$ cat config.mk
export PLATFORM = sky130hd
export DESIGN_NAME = ile_cell
export DESIGN_NICKNAME = d
export VERILOG_FILES = /design/src/design/ile_pkg.sv /design/src/design/ile_cell.sv
export SDC_FILE = /design/constraint.sdc
export NUM_CORES = 1
export LEC_CHECK = 0
export BUFFER_PORTS_ARGS = -buffer_cell sky130_fd_sc_hd__clkbuf_2
export CORE_ASPECT_RATIO = 0.5
export CORE_MARGIN = 4
export CORE_UTILIZATION = 33
export DETAILED_ROUTE_END_ITERATION = 6
export HOLD_SLACK_MARGIN = 0.08
export PLACE_DENSITY = 0.74
export SLEW_MARGIN = 20
export SYNTH_ARGS = -nofsm -noshare
export SYNTH_HDL_FRONTEND = slang
export SYNTH_SLANG_ARGS = --single-unit
$ cat constraint.sdc
create_clock -name clock -period 6.6 [get_ports clock]
set_clock_uncertainty 0.05 [all_clocks]
set_input_delay 0.33 -clock clock [delete_from_list [all_inputs] [get_ports clock]]
set_output_delay 0.33 -clock clock [all_outputs]
set_load 0.03 [all_outputs]
$ cat src/design/ile_pkg.sv
// Package for the indexed list engine: sizes, op and status codes, cell command.
// No dependencies; every design file imports it.
package ile_pkg;

   localparam int DEPTH  = 64;
   localparam int IDX_W  = 7;
   localparam int LEN_W  = 7;
   localparam int DATA_W = 32;
   localparam int CNT_W  = $clog2(DEPTH + 1);
   localparam int CMP_W  = (CNT_W > IDX_W) ? CNT_W : IDX_W;

   localparam int REQ_W  = 48;
   localparam int RSP_W  = 48;

   typedef enum logic [2:0] {
      OP_INSERT   = 3'd0,
      OP_APPEND   = 3'd1,
      OP_DELETE   = 3'd2,
      OP_DEL_LAST = 3'd3,
      OP_READ     = 3'd4,
      OP_WRITE    = 3'd5
   } op_type;

   localparam logic [1:0] ST_OK    = 2'd0;
   localparam logic [1:0] ST_RANGE = 2'd1;
   localparam logic [1:0] ST_FULL  = 2'd2;

   typedef struct packed {
      logic              shift_up;
      logic              shift_down;
      logic              write;
      logic [CMP_W-1:0]  pos;
      logic [DATA_W-1:0] value;
   } cell_cmd_type;

endpackage

$ cat src/design/ile_cell.sv
// One list slot: holds an entry and moves it to or from its neighbors.
// Depends on ile_pkg.
module ile_cell import ile_pkg::*; (
   input  logic              clock,
   input  cell_cmd_type      cmd,
   input  logic [CMP_W-1:0]  cell_idx,
   input  logic [DATA_W-1:0] left_entry,
   input  logic [DATA_W-1:0] right_entry,
   output logic [DATA_W-1:0] entry,
   output logic [DATA_W-1:0] pick
);

   logic [DATA_W-1:0] entry_ff;
   logic [DATA_W-1:0] entry_in;
   logic              hit;
   logic              above;

   assign hit   = (cell_idx == cmd.pos);
   assign above = (cell_idx > cmd.pos);

   always_comb begin
      entry_in = entry_ff;
      if (cmd.shift_up) begin
         if (above) begin
            entry_in = left_entry;
         end else if (hit) begin
            entry_in = cmd.value;
         end
      end else if (cmd.shift_down) begin
         if (above || hit) begin
            entry_in = right_entry;
         end
      end else if (cmd.write && hit) begin
         entry_in = cmd.value;
      end
   end

   always_ff @(posedge clock) begin
      entry_ff <= entry_in;
   end

   assign entry = entry_ff;
   assign pick  = hit ? entry_ff : '0;

endmodule

======== After elaboration in Yosys (flattened, before gate mapping) ========
Index checks and enable logic that the tools add are counted.
storage, ports and cells
  output and inout port bits .............. 64
  flip-flop bits (word level) ............. 32
  input bits .............................. 114
cells by class
  mux-type cells .......................... 7
  eq/ne operators ......................... 3
  reductions and logical operators ........ 4
  order comparisons ....................... 1
operators with widths
  operator                                       count
  2-to-1 mux 32 bit                              7
  equality test 7 bit                            1
  greater-than comparator 7 bit                  1
  != test 3 x 1 -> 1 bit, second input constant  2
  AND reduction 3 bit                            1
  nonzero test 3 bit                             1
  logical AND 1 bit                              1
  logical OR 1 bit                               1

======== Depth between registers and ports, before layout ========
Gate-level depths: netlist (run 1).
  depth in word-level cells ............... 5
  mapped depth ............................ 8

======== Worst setup path after synthesis (run 1) ========
No wires, ideal clock.
  kind .................................... in2reg
  start point ............................. in cmd[38] in the netlist's numbering
  end point ............................... reg entry_ff[0] (netlist: entry[0]), enable pin
  path slack .............................. 3,175 ps
  cell stages on the path ................. 6
  data arrival time ....................... 2,934 ps
  data required time ...................... 6,109 ps
  cells stage by stage .................... inv_1 ha_1 nand4_1 nor2_1 a211oi_1 a31oi_1
on the way
  longest elaborated chain between the ends .. 4
  elaborated cells between the ends (all ways) .. 8
  those cells by class .................... 1 x order compare; 3 x eq/ne; 4 x reduce/logical
ends and longest elaborated chain
  what                                                                    RTL line                        source
  from (decl)                                                             ile_cell.sv:5                   input cell_cmd_type cmd,
  greater-than comparator 7 bit or equality test 7 bit (tied branches)    ile_cell.sv:19, ile_cell.sv:18
  logical OR 1 bit or logical AND 1 bit (tied branches)                   ile_cell.sv:30, ile_cell.sv:33
  != test 3 x 1 -> 1 bit (no line) or nonzero test 3 bit (tied branches)  -
  AND reduction 3 bit (no line) *                                         -
  to (signal assigned)                                                    ile_cell.sv:39                  entry_ff <= entry_in;
  to (decl)                                                               ile_cell.sv:13                  logic [DATA_W-1:0] entry_ff;
Every way passes the cells marked *; elsewhere a longest branch is shown, timed or not.
A chain may end at the register's enable or synchronous reset.

======== Worst setup path in the final report (run 1) ========
  start point ............................. in cmd[38] in the netlist's numbering
  end point ............................... reg entry_ff[4] (netlist: entry[4]), enable pin
The elaborated chain is that of the path after synthesis.

==> results of run 1 <==
metrics by stage:
| stage | total power [W] | util [%] | instances |
|---|---|---|---|
| floorplan | 0.000445 | - | 241 |
| global placement | 0.000525 | 48.5 | 494 |
| detailed placement | 0.000529 | 48.5 | 494 |
| CTS | 0.000784 | 50.9 | 502 |
| global route | 0.000816 | 50.9 | 502 |
| finish | 0.000777 | 50.9 | 502 |
report_power, final:
part	total [W]	internal (W)	switching, W
clock	0.000255	0.000177	0.0000778
combinational	0.000237	0.0000875	0.000150
sequential	0.000284	0.000268	0.0000168
cells by family (layout without fill, tap and decap cells):
family | Yosys count | count (layout) | synth area share [%]
AOI/OAI and AO/OA | 72 | 72 | 19.4
adders and majority gates | 7 | 7 | 3.64
buffers and inverters | 29 | 198 | 5.99
DFF | 32 | 32 | 40.0
muxes | 31 | 31 | 12.9
and+or+nand+nor | 70 | 70 | 18.1
path summary, 6_finish.rpt:
check | from | endpoint | slack [ns] | cells past startpoint
min | left_entry[30] | entry[30] | 0.36 | 3
max | cmd[38] | entry[4] | 4.11 | 8
synth_stat cells:
cell type / count
a21oi_4: 1
inv_1: 9
a311oi_1: 1
buf_8: 3
clkbuf_1: 15
nand2_1: 1
and2_2: 2
ha_1: 7
a31oi_1: 1
buf_2: 1
a211oi_1: 33
buf_1: 1
edfxtp_1: 32
nor2b_1: 33
nor2_1: 1
and2_1: 30
o21a_1: 1
a21oi_1: 34
nand3b_1: 1
nand4_1: 1
nand3_1: 1
mux2i_1: 31
a21o_2: 1
layer usage:
| layer | vias up | global-route usage [%] | wire [um] |
|---|---|---|---|
| met5 | - | 0 | 0 |
| met4 | 0 | 4.71 | 107 |
| met3 | 8 | 4.60 | 447 |
| met2 | 56 | 28.2 | 3700 |
| met1 | 1108 | 18.1 | 2970 |
| li1 | 1224 | - | - |
critical path: stages:
cell	delay, ns
clkbuf_2	0.07
inv_1	0.03
ha_1	0.30
nand4_1	0.14
nor2_2	0.12
buf_4	0.31
a211oi_1	0.17
a31oi_4	0.84
final cells by class:
cell class,instances,area [um^2]
repair buffers,181,916
flip-flops and latches,32,961
well taps,92,115
inverters,9,33.8
clock inverters,2,35.0
fillers,660,3380
multi-input cells,180,1320
clock buffers,6,129
cells in the final DEF, fill, tap and decap left out:
cell type / netlist / layout
nor2_2: 0 / 1
ha_1: 7 / 7
a311oi_1: 1 / 1
nand3_1: 1 / 1
nor2b_1: 33 / 33
mux2i_1: 31 / 31
clkbuf_1: 15 / 1
nand4_1: 1 / 1
clkinv_2: 0 / 1
edfxtp_1: 32 / 32
a211oi_1: 33 / 33
inv_1: 9 / 9
a21oi_4: 1 / 1
nand3b_1: 1 / 1
bufinv_16: 0 / 1
a21o_2: 1 / 1
o21a_1: 1 / 1
clkbuf_2: 0 / 177
a31oi_4: 0 / 1
and2_1: 30 / 30
and2_2: 2 / 2
nand2_1: 1 / 1
a21oi_1: 34 / 34
clkbuf_16: 0 / 5
buf_4: 0 / 4
==> results.md, run 1 <==
- Synth Net Count: 362
- Routed wire length: 7230 um
- Hold_buf cts: 0
- Vias per cell: ~4.8
- WHS: around 0.36 ns
- # diodes: 0
- Max Slew Vio Count: 0
- Sequential share of the synthesized area: between 30% and 40%
- Number of global-route vias before repair: around 2,300
- Yosys top cell by area: edfxtp_1
- Initial Util: 34.9%
- GR Util All Layers: approximately 16%
- Routed Antenna Nets: 0
- Routed length per instance: ~14 um
- Setup repair bufs after CTS: 0
- Largest net degree at the start of global routing: 67
- Critical path class: in2reg
- First-pass GRT wire length: 10,800 um
- Syn-to-layout area delta: 45.9%
- Number of library cell types mapped by synthesis: 23
- TritonCTS clock tree: yes
- TritonCTS buffer count: 5
- Worst setup EP type: flop
- Max reg flops: 32
- Core box area: about 6900 um^2
- CP Max Fanout: 35
- #FFs+latches synth: 32
- Share of cells above drive strength 1: between 40% and 50%
- Initial antenna violation count: 0
- DP Area: 3340 um^2
- Critical Path RT: between 6 and 7 ns
- Clock sinks: 32
- Crit share post-route: between 30% and 40%
- Final nets: 530
- GP Congestion: 0.800
- Synthesized area per cell: about 10 um^2
- H-tree depth: 2
- Slew HR: around a third
- Share of the synthesized area in the top cell type: between 30% and 40%
- Peak VDD IR: around 0.00015 V
- Starting DRC count in detailed routing: around 110
- Cell Rows: 21
- Status: completed
- Top post-synthesis cells by area: edfxtp_1, mux2i_1, a211oi_1, nor2b_1, and2_1
- Slew @ Worst Pin: a little over 1 ns
- Die width: around 130 um
- Clock transition at path regs: roughly 0.05 ns
- Gr ovfl total: 0
- Final worst slack: 4.11 ns
- Post-route cell area: 3510 um^2
- Cells after synthesis: about 240
- Hold Crit Class: in2reg
- Critical Path Start Type: input port
- Highest clock rate: between 400 and 500 MHz
- I/O pins: approximately 180
- TritonRoute pass-1 iters: 4
- Root buf cell: clkbuf_16
- Leakage power total: ~1.7 nW
- Vias: approximately 2,400
- Max Cap Viol: 0
- Final setup viols: 0
- Residual DRC count: 0
- Die height: just under 70 um
- Pwr Density: 222 nW/um^2
- Final Hold Vio Count: 0
- Place WS: 3.79 ns
- Cell Area, Synth: ~2400 um^2
- Port Buf Inserts: 177
- Warning count from the yosys run: 0
- RSZ-0062 raised after global routing: no
- Hpwl dp: around 5700 um
- PostCTS Resize Cnt: 0
- Total die area: between 8000 and 9000 um^2
- Fin crit period: roughly 2.5 ns
- Clock Tree Buf Depth: 2
- CP Data Arrival Time: ~2.3 ns
- TNS Setup: 0 ns
Power figures use the tool's default switching activity.
==> run 2: changes to the inputs <==
- clock period: 6.6 -> 2.6 ns (I/O delays scaled with it)
==> results.md, run 2 (synthesized netlist as in run 1, its figures left out) <==
- Clock Tree Buf Depth: 2 (unchanged)
- Gr ovfl total: 0 (unchanged)
- Share of cells above drive strength 1: 47.8% (+0.51 points)
- Peak VDD IR: 0.000381 V (+150%)
- RSZ-0062 raised after global routing: no
- Max reg flops: 32 (unchanged)
- Routed wire length: 7340 um (+1.6%)
- Most frequent cells in the layout: clkbuf_2, a21oi_1, nor2b_1, a211oi_1, edfxtp_1
- Hold Crit Class: in2reg
- Number of global-route vias before repair: 2,225 (-1.4%)
- TritonCTS clock tree: yes
- TNS Setup: 0 ns (unchanged)
- Root buf cell: clkbuf_16
- Syn-to-layout area delta: 46.2%
- Commonest non-fill, non-tap cell in the layout: clkbuf_2
- Vias: 2,353 (-1.8%)
- Crit share post-route: 71.8%
- Leakage power total: 1.70 nW (+0.62%)
- Residual DRC count: 0 (unchanged)
- Vias per cell: 4.65 (-2.6%)
- Routed Antenna Nets: 0 (unchanged)
- Max Slew Vio Count: 0 (unchanged)
- CP Data Arrival Time: 1.69 ns (-0.64 ns)
- CP Max Fanout: 31 (-11%)
- Die height: 68.3 um (unchanged)
- H-tree depth: 2 (unchanged)
- Clock transition at path regs: 0.05 ns (about the same)
- # diodes: 0 (unchanged)
- Final cell count without fillers: 506 (+0.80%)
- Final nets: 535 (+0.94%)
- Hold_buf cts: 0 (unchanged)
- Slew @ Worst Pin: 0.564 ns (-0.464 ns)
- GR Util All Layers: 15.8% (+0.25 points)
- Post-route cell area: 3510 um^2 (+0.21%)
- Pwr Density: 534 nW/um^2 (+140%)
- Worst setup EP type: primary output
- Port Buf Inserts: 177 (unchanged)
- Final Hold Vio Count: 0 (unchanged)
- Clock sinks: 32 (unchanged)
- DP Area: 3380 um^2 (+1.1%)
- Initial antenna violation count: 0 (unchanged)
- Total die area: 8800 um^2 (unchanged)
- Starting DRC count in detailed routing: 44 (-61%)
- GP Congestion: 0.772 (-3.5%)
- Cell Rows: 21 (unchanged)
- Largest net degree at the start of global routing: 38 (-43%)
- Die width: 129 um (unchanged)
- Cell count after placement: 499 (+1.0%)
- I/O pins: 178 (unchanged)
- Final setup viols: 0 (unchanged)
- TritonRoute pass-1 iters: 4 (unchanged)
- First-pass GRT wire length: 10,800 um (+0.89%)
- Max Cap Viol: 0 (unchanged)
- Highest clock rate: ~540 MHz
- Slew HR: 62.4% (+31 points)
- Critical Path Start Type: input port
- Critical Path RT: 2.42 ns (-4.02 ns)
- TritonCTS buffer count: 5 (unchanged)
- Number of fill cells: 655 (-0.76%)
- Critical path class: in2out
- Setup repair bufs after CTS: 0 (unchanged)
- Initial Util: 34.9% (unchanged)
- Status: completed
- Core box area: 6880 um^2 (unchanged)
- WHS: 0.165 ns (-0.196 ns)
- Fin crit period: roughly 1.9 ns
- PostCTS Resize Cnt: 0 (unchanged)
- Hpwl dp: 6060 um (+6.3%)
- Routed length per instance: 14.5 um (+0.77%)
run 2: changes by cell type in the layout (fill, tap and decap cells not counted):
cell / previous run / this run
buf_4: 4 / 9
bufinv_16: 1 / 0
run 2: through the flow:
step / power [W] / util (%) / setup WS, ns
CTS: 0.00190 / 51.0 / 0.701
global route: 0.00197 / 51.0 / 0.571
detailed placement: 0.00135 / 49.1 / 0.526
finish: 0.00188 / 51.0 / 0.732
floorplan: 0.00113 / - / 0.0243
global placement: 0.00134 / 49.1 / 0.593
run 2: layout make-up:
class                   instances  area (um^2)  area share, %
repair buffers                186          953           27.1
clock buffers                   6          129           3.67
well taps                      92          115           3.28
inverters                       9         33.8          0.962
multi-input cells             180         1320           37.5
flip-flops and latches         32          961           27.4
clock inverters                 1         5.00          0.142
run 2: layer usage:
layer / vias up / wire (um) / global-route usage (%)
met4: 0 / 63 / 3.40
li1: 1238 / - / -
met5: - / 0 / 0
met1: 1064 / 2920 / 18.1
met2: 47 / 4070 / 31.1
met3: 4 / 279 / 3.04
run 2: report_power, final:
part / total [W] / leakage (nW) / internal (W) / switching, W
sequential: 0.000726 / 0.307 / 0.000679 / 0.0000471
combinational: 0.000613 / 1.33 / 0.000230 / 0.000382
clock: 0.000537 / 0.0667 / 0.000347 / 0.000190
run 2: path summary, 6_finish.rpt:
path            start  slack (ns)        end  cells after the start
max           cmd[38]        0.73   pick[31]                      8
min   right_entry[12]        0.17  entry[12]                      3
run 2: worst max-delay path, stage by stage:
cell and delay, ns:
clkbuf_2 0.08, inv_1 0.03, ha_1 0.30, nand4_1 0.15, nor2_2 0.29, buf_4 0.33, and2_2 0.18, clkbuf_2 0.19
